==> src/hdl/port_power_average_with_step_bypass_core_assert.svh <==
// Assertion macros for the port power averaging core.
// Each macro expects clk and rst_n in the scope where it is used.
`ifndef PORT_POWER_AVERAGE_WITH_STEP_BYPASS_CORE_ASSERT_SVH
`define PORT_POWER_AVERAGE_WITH_STEP_BYPASS_CORE_ASSERT_SVH

`ifndef ASSERT_OFF

`define PPWR_ASSERT_IMP(lbl, pre, post) \
    lbl: assert property (@(posedge clk) disable iff (!rst_n) (pre) |-> (post)) \
        else $error("ppwr_avg: same-cycle check failed");

`define PPWR_ASSERT_NXT(lbl, pre, post) \
    lbl: assert property (@(posedge clk) disable iff (!rst_n) (pre) |=> (post)) \
        else $error("ppwr_avg: next-cycle check failed");

`else

`define PPWR_ASSERT_IMP(lbl, pre, post)

`define PPWR_ASSERT_NXT(lbl, pre, post)

`endif

`endif

==> src/hdl/ppwr_avg_pkg.sv <==
package ppwr_avg_pkg;

    localparam int PORTS    = 3;
    localparam int WINDOW   = 5;
    localparam int PORT_W   = 2;
    localparam int POWER_W  = 8;
    localparam int DIGIT_W  = 4;
    localparam int THR_W    = 8;

    localparam int PORT_IDX_W = (PORTS > 1) ? $clog2(PORTS) : 1;
    localparam int POS_W      = $clog2(WINDOW);
    localparam int SUM_W      = $clog2(((1 << POWER_W) - 1) * WINDOW + 1);

    // The mean divides by WINDOW through a reciprocal that is exact over the
    // whole range of a rounded window sum.
    localparam int MEAN_SHIFT = SUM_W + $clog2(WINDOW) + 1;
    localparam int MEAN_MULT  = ((1 << MEAN_SHIFT) + WINDOW - 1) / WINDOW;
    localparam int PROD_W     = SUM_W + MEAN_SHIFT + 1;

    localparam logic [THR_W-1:0]   JUMP_RESET  = THR_W'(10);
    localparam logic [DIGIT_W-1:0] DIGIT_BLANK = DIGIT_W'(10);

    typedef enum logic [1:0] {
        ST_IDLE = 2'd0,
        ST_IN   = 2'd1,
        ST_OUT  = 2'd2
    } status_t;

    typedef struct packed {
        logic [PORT_IDX_W-1:0] port;
        status_t               status;
        logic [POWER_W-1:0]    power;
    } sample_t;

    typedef struct packed {
        logic [PORT_IDX_W-1:0] port;
        status_t               status;
        logic [POWER_W-1:0]    shown;
    } filt_res_t;

    function automatic logic [POWER_W-1:0] mean_of(input logic [SUM_W-1:0] s);
        logic [SUM_W:0]    rounded;
        logic [PROD_W-1:0] prod;
        rounded = {1'b0, s} + (SUM_W + 1)'(WINDOW / 2);
        prod    = PROD_W'(rounded) * PROD_W'(MEAN_MULT);
        return prod[MEAN_SHIFT +: POWER_W];
    endfunction

endpackage

==> src/hdl/ppwr_avg_sample_if.sv <==
interface ppwr_avg_sample_if
    import ppwr_avg_pkg::*;
();
    logic               valid;
    logic               ready;
    logic [PORT_W-1:0]  port;
    logic [1:0]         raw_status;
    logic [POWER_W-1:0] raw_power;

    modport source (output valid, output port, output raw_status, output raw_power,
                    input ready);
    modport sink   (input valid, input port, input raw_status, input raw_power,
                    output ready);
endinterface

==> src/hdl/ppwr_avg_result_if.sv <==
interface ppwr_avg_result_if
    import ppwr_avg_pkg::*;
();
    logic               valid;
    logic               ready;
    logic [PORT_W-1:0]  port_out;
    logic [1:0]         shown_status;
    logic [POWER_W-1:0] shown_power;
    logic [DIGIT_W-1:0] digit_hundreds;
    logic [DIGIT_W-1:0] digit_tens;
    logic [DIGIT_W-1:0] digit_ones;

    modport source (output valid, output port_out, output shown_status,
                    output shown_power, output digit_hundreds, output digit_tens,
                    output digit_ones, input ready);
    modport sink   (input valid, input port_out, input shown_status,
                    input shown_power, input digit_hundreds, input digit_tens,
                    input digit_ones, output ready);
endinterface

==> src/hdl/ppwr_avg_filter.sv <==
module ppwr_avg_filter
    import ppwr_avg_pkg::*;
(
    input  logic             clk,
    input  logic             rst_n,
    input  logic [THR_W-1:0] threshold,
    input  logic             update,
    input  sample_t          item,
    output filt_res_t        res
);

    logic [POWER_W-1:0] win_reg  [PORTS][WINDOW];
    logic [SUM_W-1:0]   sum_reg  [PORTS];
    logic [POS_W-1:0]   pos_reg  [PORTS];
    status_t            prev_reg [PORTS];

    logic [SUM_W-1:0]   sum_cur;
    logic [POS_W-1:0]   pos_cur;
    logic [POS_W-1:0]   pos_next;
    logic [POWER_W-1:0] oldest;
    logic [POWER_W-1:0] mean_cur;
    logic [POWER_W-1:0] diff;
    logic               refill;
    logic [SUM_W-1:0]   sum_push;
    logic [SUM_W-1:0]   sum_fill;
    logic [SUM_W-1:0]   sum_next;

    always_comb
    begin
        sum_cur  = sum_reg[item.port];
        pos_cur  = pos_reg[item.port];
        oldest   = win_reg[item.port][pos_cur];
        mean_cur = mean_of(sum_cur);
        diff     = (item.power > mean_cur) ? item.power - mean_cur : mean_cur - item.power;
        refill   = (item.status != prev_reg[item.port]) || (diff >= threshold);
        pos_next = (int'(pos_cur) == WINDOW - 1) ? '0 : pos_cur + POS_W'(1);
        sum_push = sum_cur - SUM_W'(oldest) + SUM_W'(item.power);
        sum_fill = SUM_W'(item.power) * SUM_W'(WINDOW);
        sum_next = refill ? sum_fill : sum_push;
    end

    // A refilled window holds WINDOW copies of the sample, so its mean is the sample.
    always_comb
    begin
        res.port   = item.port;
        res.status = item.status;
        if (item.status == ST_IDLE)
        begin
            res.shown = '0;
        end
        else if (refill)
        begin
            res.shown = item.power;
        end
        else
        begin
            res.shown = mean_of(sum_push);
        end
    end

    always_ff @(posedge clk or negedge rst_n)
    begin
        if (!rst_n)
        begin
            for (int p = 0; p < PORTS; p++)
            begin
                for (int k = 0; k < WINDOW; k++)
                begin
                    win_reg[p][k] <= '0;
                end
                sum_reg[p]  <= '0;
                pos_reg[p]  <= '0;
                prev_reg[p] <= ST_IDLE;
            end
        end
        else if (update)
        begin
            prev_reg[item.port] <= item.status;
            sum_reg[item.port]  <= sum_next;
            if (refill)
            begin
                for (int k = 0; k < WINDOW; k++)
                begin
                    win_reg[item.port][k] <= item.power;
                end
                pos_reg[item.port] <= '0;
            end
            else
            begin
                win_reg[item.port][pos_cur] <= item.power;
                pos_reg[item.port]          <= pos_next;
            end
        end
    end

endmodule

==> src/hdl/ppwr_avg_out.sv <==
module ppwr_avg_out
    import ppwr_avg_pkg::*;
(
    input  logic       clk,
    input  logic       rst_n,
    input  logic       in_valid,
    output logic       in_ready,
    input  filt_res_t  in_res,
    ppwr_avg_result_if.source result
);

    // tens = (rem * 205) >> 11 is exact for every remainder below 100.
    localparam int TENS_RECIP = 205;
    localparam int TENS_SHIFT = 11;

    logic               valid_reg;
    logic [PORT_W-1:0]  port_reg;
    logic [1:0]         status_reg;
    logic [POWER_W-1:0] power_reg;
    logic [DIGIT_W-1:0] hund_reg;
    logic [DIGIT_W-1:0] tens_reg;
    logic [DIGIT_W-1:0] ones_reg;

    logic [1:0]         hund;
    logic [POWER_W-1:0] hund_sub;
    logic [6:0]         rem;
    logic [14:0]        tens_prod;
    logic [DIGIT_W-1:0] tens;
    logic [DIGIT_W-1:0] ones;
    logic [DIGIT_W-1:0] hund_next;
    logic [DIGIT_W-1:0] tens_next;

    always_comb
    begin
        if (in_res.shown >= POWER_W'(200))
        begin
            hund     = 2'd2;
            hund_sub = POWER_W'(200);
        end
        else if (in_res.shown >= POWER_W'(100))
        begin
            hund     = 2'd1;
            hund_sub = POWER_W'(100);
        end
        else
        begin
            hund     = 2'd0;
            hund_sub = '0;
        end
        rem       = 7'(in_res.shown - hund_sub);
        tens_prod = 15'(rem) * 15'(TENS_RECIP);
        tens      = tens_prod[TENS_SHIFT +: DIGIT_W];
        ones      = DIGIT_W'(rem - 7'(tens) * 7'd10);
        hund_next = (in_res.shown >= POWER_W'(100)) ? DIGIT_W'(hund) : DIGIT_BLANK;
        tens_next = (in_res.shown >= POWER_W'(10)) ? tens : DIGIT_BLANK;
    end

    assign in_ready = !valid_reg || result.ready;

    always_ff @(posedge clk or negedge rst_n)
    begin
        if (!rst_n)
        begin
            valid_reg <= 1'b0;
        end
        else if (in_ready)
        begin
            valid_reg <= in_valid;
        end
    end

    always_ff @(posedge clk)
    begin
        if (in_ready && in_valid)
        begin
            port_reg   <= PORT_W'(in_res.port);
            status_reg <= in_res.status;
            power_reg  <= in_res.shown;
            hund_reg   <= hund_next;
            tens_reg   <= tens_next;
            ones_reg   <= ones;
        end
    end

    assign result.valid          = valid_reg;
    assign result.port_out       = port_reg;
    assign result.shown_status   = status_reg;
    assign result.shown_power    = power_reg;
    assign result.digit_hundreds = hund_reg;
    assign result.digit_tens     = tens_reg;
    assign result.digit_ones     = ones_reg;

endmodule

==> src/hdl/port_power_average_with_step_bypass_core.sv <==
// Per-port power smoothing for a display. Every sample transaction names a
// port, a raw status and a power in watts; each port keeps a running window
// of its last five samples, and a status change or a step away from the
// window mean by at least the jump threshold refills the window at once.
// Each sample gives exactly one result transaction with the sanitized status,
// the rounded mean (0 while idle) and three decimal digit codes, where 10 is
// a blank leading digit. The core is a three-stage pipeline (input register,
// window update, digit/output register): a sample taken into the input register
// passes through the window update register and then the digit/output register,
// and one sample is taken every cycle while the output side keeps up, including
// back-to-back samples for the same port.
// All window state is in flip-flops and is ready right after reset; the jump
// threshold resets to 10 and should be written only while the core is empty.
`include "port_power_average_with_step_bypass_core_assert.svh"

module port_power_average_with_step_bypass_core
    import ppwr_avg_pkg::*;
(
    input  logic               clk,
    input  logic               rst_n,
    input  logic               cfg_we,
    input  logic [THR_W-1:0]   cfg_wdata,
    ppwr_avg_sample_if.sink    sample,
    ppwr_avg_result_if.source  result
);

    logic [THR_W-1:0] threshold_reg;

    logic      a_valid_reg;
    sample_t   a_item_reg;
    logic      a_ready;
    sample_t   in_item;

    logic      b_valid_reg;
    filt_res_t b_res_reg;
    logic      b_ready;

    logic      c_ready;
    filt_res_t filt_res;
    logic      update;

    always_ff @(posedge clk or negedge rst_n)
    begin
        if (!rst_n)
        begin
            threshold_reg <= JUMP_RESET;
        end
        else if (cfg_we)
        begin
            threshold_reg <= cfg_wdata;
        end
    end

    // Out-of-range ports fold onto the last port; an invalid status reads as idle.
    always_comb
    begin
        if (int'(sample.port) >= PORTS)
        begin
            in_item.port = PORT_IDX_W'(PORTS - 1);
        end
        else
        begin
            in_item.port = PORT_IDX_W'(sample.port);
        end
        case (sample.raw_status)
            ST_IN:   in_item.status = ST_IN;
            ST_OUT:  in_item.status = ST_OUT;
            default: in_item.status = ST_IDLE;
        endcase
        in_item.power = (in_item.status == ST_IDLE) ? '0 : sample.raw_power;
    end

    assign b_ready      = !b_valid_reg || c_ready;
    assign a_ready      = !a_valid_reg || b_ready;
    assign sample.ready = a_ready;
    assign update       = a_valid_reg && b_ready;

    always_ff @(posedge clk or negedge rst_n)
    begin
        if (!rst_n)
        begin
            a_valid_reg <= 1'b0;
            b_valid_reg <= 1'b0;
        end
        else
        begin
            if (a_ready)
            begin
                a_valid_reg <= sample.valid;
            end
            if (b_ready)
            begin
                b_valid_reg <= a_valid_reg;
            end
        end
    end

    always_ff @(posedge clk)
    begin
        if (a_ready && sample.valid)
        begin
            a_item_reg <= in_item;
        end
        if (update)
        begin
            b_res_reg <= filt_res;
        end
    end

    ppwr_avg_filter u_filter (
        .clk       (clk),
        .rst_n     (rst_n),
        .threshold (threshold_reg),
        .update    (update),
        .item      (a_item_reg),
        .res       (filt_res)
    );

    ppwr_avg_out u_out (
        .clk      (clk),
        .rst_n    (rst_n),
        .in_valid (b_valid_reg),
        .in_ready (c_ready),
        .in_res   (b_res_reg),
        .result   (result)
    );

    `PPWR_ASSERT_IMP(idle_shows_zero, b_valid_reg && b_res_reg.status == ST_IDLE, b_res_reg.shown == '0)
    `PPWR_ASSERT_NXT(mid_holds_on_stall, b_valid_reg && !c_ready, b_valid_reg && $stable(b_res_reg))
    `PPWR_ASSERT_IMP(ready_when_out_empty, !result.valid, sample.ready)
    `PPWR_ASSERT_NXT(update_reaches_mid, update, b_valid_reg)

endmodule

==> src/flat_wrapper.sv <==
// flat-port wrapper written by rule: the top's interface ports become plain ports
module port_power_average_with_step_bypass_core_flat import ppwr_avg_pkg::*;
  (clk, rst_n, cfg_we, cfg_wdata, sample_valid, sample_port, sample_raw_status, sample_raw_power, sample_ready, result_valid, result_port_out, result_shown_status, result_shown_power, result_digit_hundreds, result_digit_tens, result_digit_ones, result_ready);
  ppwr_avg_sample_if sample_i ();
  ppwr_avg_result_if result_i ();
  input  logic clk;
  input  logic rst_n;
  input  logic cfg_we;
  input  logic [THR_W-1:0] cfg_wdata;
  input wire logic [$bits(sample_i.valid)-1:0] sample_valid;
  input wire logic [$bits(sample_i.port)-1:0] sample_port;
  input wire logic [$bits(sample_i.raw_status)-1:0] sample_raw_status;
  input wire logic [$bits(sample_i.raw_power)-1:0] sample_raw_power;
  output wire logic [$bits(sample_i.ready)-1:0] sample_ready;
  output wire logic [$bits(result_i.valid)-1:0] result_valid;
  output wire logic [$bits(result_i.port_out)-1:0] result_port_out;
  output wire logic [$bits(result_i.shown_status)-1:0] result_shown_status;
  output wire logic [$bits(result_i.shown_power)-1:0] result_shown_power;
  output wire logic [$bits(result_i.digit_hundreds)-1:0] result_digit_hundreds;
  output wire logic [$bits(result_i.digit_tens)-1:0] result_digit_tens;
  output wire logic [$bits(result_i.digit_ones)-1:0] result_digit_ones;
  input wire logic [$bits(result_i.ready)-1:0] result_ready;
  assign sample_i.valid = sample_valid;
  assign sample_i.port = sample_port;
  assign sample_i.raw_status = sample_raw_status;
  assign sample_i.raw_power = sample_raw_power;
  assign sample_ready = sample_i.ready;
  assign result_valid = result_i.valid;
  assign result_port_out = result_i.port_out;
  assign result_shown_status = result_i.shown_status;
  assign result_shown_power = result_i.shown_power;
  assign result_digit_hundreds = result_i.digit_hundreds;
  assign result_digit_tens = result_i.digit_tens;
  assign result_digit_ones = result_i.digit_ones;
  assign result_i.ready = result_ready;
  port_power_average_with_step_bypass_core u_core (.clk(clk), .rst_n(rst_n), .cfg_we(cfg_we), .cfg_wdata(cfg_wdata), .sample(sample_i), .result(result_i));
endmodule
==> config.mk <==
export PLATFORM = sky130hd
export DESIGN_NAME = port_power_average_with_step_bypass_core_flat
export DESIGN_NICKNAME = d
export VERILOG_FILES = /design/src/hdl/ppwr_avg_pkg.sv /design/src/hdl/ppwr_avg_sample_if.sv /design/src/hdl/ppwr_avg_result_if.sv /design/src/hdl/ppwr_avg_filter.sv /design/src/hdl/ppwr_avg_out.sv /design/src/hdl/port_power_average_with_step_bypass_core.sv /design/src/flat_wrapper.sv
export VERILOG_INCLUDE_DIRS = /design/src /design/src/hdl
export SDC_FILE = /design/constraint.sdc
export NUM_CORES = 1
export LEC_CHECK = 0
export BUFFER_PORTS_ARGS = -buffer_cell sky130_fd_sc_hd__buf_2
export CORE_UTILIZATION = 58
export DETAILED_ROUTE_END_ITERATION = 16
export HOLD_SLACK_MARGIN = 0.12
export PLACE_DENSITY = 0.75
export SYNTH_ARGS = -nofsm -noshare
export SYNTH_HDL_FRONTEND = slang
export SYNTH_SLANG_ARGS = --single-unit
==> constraint.sdc <==
create_clock -name clk -period 11.3 [get_ports clk]
set_clock_uncertainty 0.2 [all_clocks]
set_input_delay 0 -clock clk [delete_from_list [all_inputs] [get_ports clk]]
set_output_delay 0 -clock clk [all_outputs]
set_load 0.005 [all_outputs]
After elaboration in Yosys (flattened, before gate mapping):

Index checks and enable logic that the tools add are counted.

* $mul: 5
* bitwise operators: 4
* equality and inequality tests: 4
* mux-type cells: 55
* $lt $le $gt $ge: 10
* add/subtract/negate cells: 9
* reductions and logical operators: 14

Operator list (number)
* $bwmux 120: 6
* $demux 40 s2: 6
* $mux 40: 4
* $mux 120: 1
* $bmux 40 s2: 1
* $mux 8: 6
* $mul 12x12->22 const B: 2
* $mux 11: 4
* $bwmux 33: 1
* $mux 32: 1
* $add 11x2->12 const B: 2
* $bmux 8 s3: 1
* $demux 8 s3: 1
* $mux 24: 1
* $bmux 11 s2: 1
* $demux 11 s2: 1
* $mux 16: 1
* $sub 8x8->8: 2
* $mul 7x8->15 const B: 1
* $mux 7: 2
* $mux 3: 4
* $add 11x8->11: 1
* $mul 8x3->11 const B: 1
* $sub 11x8->11: 1
* 36 further kinds: 49

* word-level logic and storage cells: 142
* input port bits: 25
* output and inout port bits: 26
* flip-flop bits (word level): 227

Longest topological paths before layout:

* depth after elaboration: 13
* gate-level depth with buffers: 45
* mapped depth without buffers: 41

Modules after synthesis:

From an unflattened synthesis, not the netlist that was laid out.

* cells, all modules: 1669
* area total of the unflattened synthesis: 18526.5 um2

By module, submodules not included
* ppwr_avg_filter: cells an instance 1438, sequential area each 4204.0 um2, times used 1, area each 15359.7 um2
* ppwr_avg_out: cells an instance 168, sequential area each 685.7 um2, times used 1, area each 1930.6 um2
* port_power_average_with_step_bypass_core: cells an instance 63, sequential area each 973.4 um2, times used 1, area each 1236.2 um2

Worst setup path after synthesis:

No wires, ideal clock.

* path kind: register to register
* start: reg u_core.a_item_reg[11] in the netlist's numbering
* end: reg u_core.u_filter.win_reg[88] in the netlist's numbering
* data required time: 10.975 ns
* period minus slack after synthesis: 9.370 ns
* cell stages (with the launch flop): 40
* setup time: 0.125 ns
* arrival: 9.045 ns
* buffers on the path: 2
* slack: 1.930 ns
* path through: edfxtp_1 buf_4 nor2b_4 buf_2 nand2_1 o21ai_0 ha_1 inv_1 nor3_2 xnor2_1 ha_1 fa_1 fa_1 fa_1 inv_1 fa_1 inv_1 ha_1 [4 not listed] o21bai_1 xnor2_1 ha_1 nand4_1 or2_1 nand2_1 mux2i_1 a31oi_1 o21bai_1 a221oi_1 xnor2_1 ha_1 a41o_1 a21oi_1 o2111ai_2 o21bai_2 nand2_2 mux2_2

* cells in the longest elaborated chain, start to end: 13
* elaborated cells on any way between the ends: 43
* those cells by class: add/sub: 3; mul: 1; order compare: 6; eq/ne: 1; mux: 27; bitwise: 2; reduce/logical: 3

RTL lines
* start: declaration: line port_power_average_with_step_bypass_core.sv:30 `sample_t a_item_reg;`
* start signal: assignment: line port_power_average_with_step_bypass_core.sv:102 `a_item_reg <= in_item;`
* $not 2->3 (not written as such) (*)
* parallel branches: the longest is 11 deep, another holds $mul 12x12->22
* $mux 120 (*): line ppwr_avg_filter.sv:80 `if (refill)`
* end signal: indexed assignment: line ppwr_avg_filter.sv:84 `win_reg[item.port][k] <= item.power;`
* end signal: indexed assignment: line ppwr_avg_filter.sv:90 `win_reg[item.port][pos_cur] <= item.power;`
* end: declaration: line ppwr_avg_filter.sv:12 `logic [POWER_W-1:0] win_reg [PORTS][WINDOW];`

Every way passes the cells marked *. The select of a mux whose other input is x is not followed.
A chain may end at the register's enable or synchronous reset.

Final worst setup path:

* start: reg u_core.a_item_reg[10] in the netlist's numbering
* end: reg u_core.b_res_reg[4] in the netlist's numbering, data pin

* cells in the longest elaborated chain, start to end: 13
* elaborated cells on any way between the ends: 31
* those cells by class: add/sub: 6; mul: 2; order compare: 2; eq/ne: 1; mux: 17; bitwise: 2; reduce/logical: 1

RTL lines
* $not 2->3 (not written as such) (*)
* $bmux 3 s2: line ppwr_avg_filter.sv:31 `pos_cur = pos_reg[item.port];`
* $mux 3 (not written as such) (2 in a row): line ppwr_avg_filter.sv:31
* $not 3->4 (not written as such): line ppwr_avg_filter.sv:32 `oldest = win_reg[item.port][pos_cur];`
* $bmux 8 s3: line ppwr_avg_filter.sv:32
* $mux 8 (not written as such) (2 in a row): line ppwr_avg_filter.sv:32
* $sub 11x8->11: line ppwr_avg_filter.sv:37 `sum_push = sum_cur - SUM_W'(oldest) + SUM_W'(item.power);`
* $add 11x8->11: line ppwr_avg_filter.sv:37
* $add 11x2->12: line ppwr_avg_pkg.sv:44 `rounded = {1'b0, s} + (SUM_W + 1)'(WINDOW / 2);`
* $mul 12x12->22: line ppwr_avg_pkg.sv:45 `prod = PROD_W'(rounded) * PROD_W'(MEAN_MULT);`
* $mux 8 (*): line ppwr_avg_filter.sv:51 `else if (refill)`
* end signal: assignment: line port_power_average_with_step_bypass_core.sv:106 `b_res_reg <= filt_res;`
* end: declaration: line port_power_average_with_step_bypass_core.sv:35 `filt_res_t b_res_reg;`

Mark *: on every way between the ends. The rest lies on a longest branch, timed or not. The select of a mux whose other input is x is not followed.

==> summary.md <==
On the worst path, the slowest cell contributes a delay of 0.55 ns. The net count of the finished layout is 2133. Clock-pin slew was measured on the worst setup and hold paths at 0.06 ns. Max-cap violations in this run came to 0. The flow ran to the end, and the final reports show no timing, DRC or antenna violations. The synthesized netlist occupies a cell area of 0.01770 mm2. The required time of the worst setup path was 11.42 ns; the number of endpoints with negative hold slack in the final report was 0. The run gives 2180 as the number of non-filler instances in the completed layout. The type of the worst setup path is reg -> reg. Headroom to the max-slew limit came out at 29.09%. The total die area is 0.03121 mm2, and the number of buffers and inverters on the critical path is 5. The number of buffers created by CTS is 25. The clock period could shrink to 10.56 ns. By count the netlist is led by ha_1, inv_1, dfrtp_1, nand2_1, mux2_2. The tools report the total core area as 0.02980 mm2.

Main flop type after synthesis: dfrtp_1. The most frequent cell after synthesis was ha_1. The run gives 5 as the first-pass iteration count of the detailed router. The die boundary width was 176.7 um.

The number of port buffers was 49; the total setup violations reported at the end of the flow was 0. Flop and latch count out of synthesis: 225. The finished cells cover 0.02005 mm2.

Data on the critical path arrives at its endpoint at 10.69 ns. For this block, the initial DRC count from the detailed router was 942. The detailed placement HPWL came out at 29350 um. Setup repair after global routing left no endpoint under its margin.

The kind of start point of the critical path is a register. The cell type of the slowest stage on the worst timing path was fa_1. Of all flip-flops after synthesis, the portion carrying an async set or reset was 79.56%. For the initial antenna violation count, the log shows 0. Synthesis produced 1641 cells. Cells fill 67.30% of the core in the end.

Each instance of the synthesized netlist takes up on average 10.78 um2. The height of the chip was 176.7 um; the global-route usage over all layers was 27.56%. The antenna diode count was 0; the via count normalized by instance count was 5.761.

51 I/O pins were placed. During synthesis, Yosys emitted a total of 0 warnings. Of all nets on the critical path, the largest fanout is 50.

Dividing the detail-routed wire length by the instance count gives 18.81 um. The routed layout has 12560 vias. Wires add up to 41020 um. The count of flip-flops with a built-in enable after synthesis came out at 46.

Cell type group with the largest total delay on the critical path: adder cells. The biggest area contributor in the post-synthesis netlist is dfrtp_1. The logs give 76 for the unique cell type count in the Yosys netlist and 33.13% for the sequential-to-total area share from yosys stat. Filler cell count: 2246. The first global-routing pass estimated 67600 um of wire.

The logs give 13020 for the via count of the first global-routing pass and 2003 for the post-synth net total. The worst path uses 93.50% of the clock period. In the routed design, unresolved DRC markers number 0. The register with the most flip-flops in the layout has 120 of them. Summed over all layers, the global routing overflow is 0. Summing all placed instances gives a cell area of 0.01837 mm2. Entering global routing, the biggest net connects 100 pins. For the floorplan row count, the log shows 63. The logs give 0 for the number of max-slew violations in the final report and 3 for the clock tree buffer depth. At the pin with the least slew margin, the transition time is 1.064 ns.

The tools report the maximum clock frequency as 94.65 MHz. The starting utilization of the core area was 59.39%. The tools report the kind of end point of the critical path as a register. The area growth from synthesis to final layout is 13.31%.

For the setup TNS after final layout, the log shows 0 ns. TritonCTS built the clock tree. The share of the synthesized area in the top cell type is 25.03%, and the weighted congestion reported at the end of routability-driven placement is 0.9214.

For the maximum level of the CTS H-tree, the log shows 1. CTS saw 225 sinks. After synthesis, the cell types taking the most area are dfrtp_1, ha_1, fa_1, edfxtp_1, mux2_2. The type of the most critical hold path was in -> reg.

The post-route netlist has 14.97% of its cells at a drive strength greater than 1. In this run the clock root is driven by a clkbuf_16. For the worst-skew pair, the clock arrives at the later sink with an insertion delay of 0.54 ns. In this run the remaining antenna-violating nets after routing total 0. The number of placed instances, taps included was 2052.
[worst min-delay path, cell delays in order]
cell and delay [ns]:
buf_2 0.23, o21ai_0 0.10, dlygate4sd3_1 0.55
[cells by family (layout without fill, tap and decap cells)]
kind of cell,Yosys count,after routing,share of synthesized area (%)
DFF,225,225,33.13
other,1,1,0.02119
and+or+nand+nor,296,296,7.919
buffers and inverters,245,394,5.416
muxes,192,192,11.76
xor gates and xnor gates,78,78,3.861
adders and majority gates,337,337,27.86
AOI/OAI and AO/OA,267,267,10.03
[cells in the final DEF, fill, tap and decap left out, types with 20 or more instances in the layout]
cell type and instances:
fa_1 95, mux2i_1 65, a21o_1 28, xor2_1 24, dlygate4sd3_1 71, clkbuf_16 26
edfxtp_1 46, o211ai_1 20, mux2_1 25, nor2_1 36, ha_1 242, nand2_1 152
buf_4 30, dfrtp_1 177, inv_1 195, mux2_2 102, o21ai_0 89, a21oi_1 39
xnor2_1 54, buf_2 48
[cell type report]
cell class	instances	area [um2]	share of cell area, %
Multi-Input combinational cell	1171	10870	54.23
Sequential cell	225	5863	29.24
Timing Repair Buffer	153	1237	6.171
Clock buffer	39	749.5	3.738
Inverter	195	732.0	3.650
Tap cell	390	488.0	2.434
Clock inverter	7	107.6	0.5366
[worst paths after layout]
| path | start | endpoint | slack (ns) | cells after the start |
|---|---|---|---|---|
| min | cfg_we | u_core.threshold_reg[1]$_DFFE_PN1P_ | 0.16 | 3 |
| min in group asynchronous | rst_n | u_core.threshold_reg[1]$_DFFE_PN1P_ | 0.37 | 3 |
| max reg2reg | u_core.a_item_reg[10]$_SDFFCE_PP0P_ | u_core.b_res_reg[4]$_SDFFCE_PN0P_ | 0.74 | 35 |
| max in group asynchronous | rst_n | u_core.u_filter.win_reg[20]$_DFFE_PN0P_ | 9.51 | 4 |
| max | u_core.a_item_reg[10]$_SDFFCE_PP0P_ | u_core.b_res_reg[4]$_SDFFCE_PN0P_ | 0.74 | 35 |
| min reg2reg | u_core.b_res_reg[9]$_DFFE_PP_ | u_core.u_out.result.shown_status[1]$_DFFE_PP_ | 0.22 | 0 |
[per-layer routing]
metal | global-route usage, % | vias up | share of wire [%]
li1 | - | 5917 | -
met1 | 36.29 | 6204 | 43
met2 | 46.75 | 347 | 49
met3 | 2.792 | 92 | 4.4
met4 | 10.92 | 0 | 3.9
met5 | 0 | - | 0
[metrics by stage]
step,worst slack (ns),hold WS [ns]
after global routing,0.07049,0.2237
after global placement,0.4567,-0.05327
after CTS,0.2504,0.1245
after floorplan,1.930,-0.4956
final,0.7351,0.1618
after detailed placement,0.2637,-0.05133
[repair_timing]
action | CTS | global route
resized for setup | 0 | 2
setup buffers | 0 | 10
hold buffers | 72 | 0
setup endpoints to repair | 0 | 170
endpoints found under the hold margin | 136 | 0
Power is not shown: default switching activity piles up to over one toggle a cycle in this logic, so the estimate is an artifact.
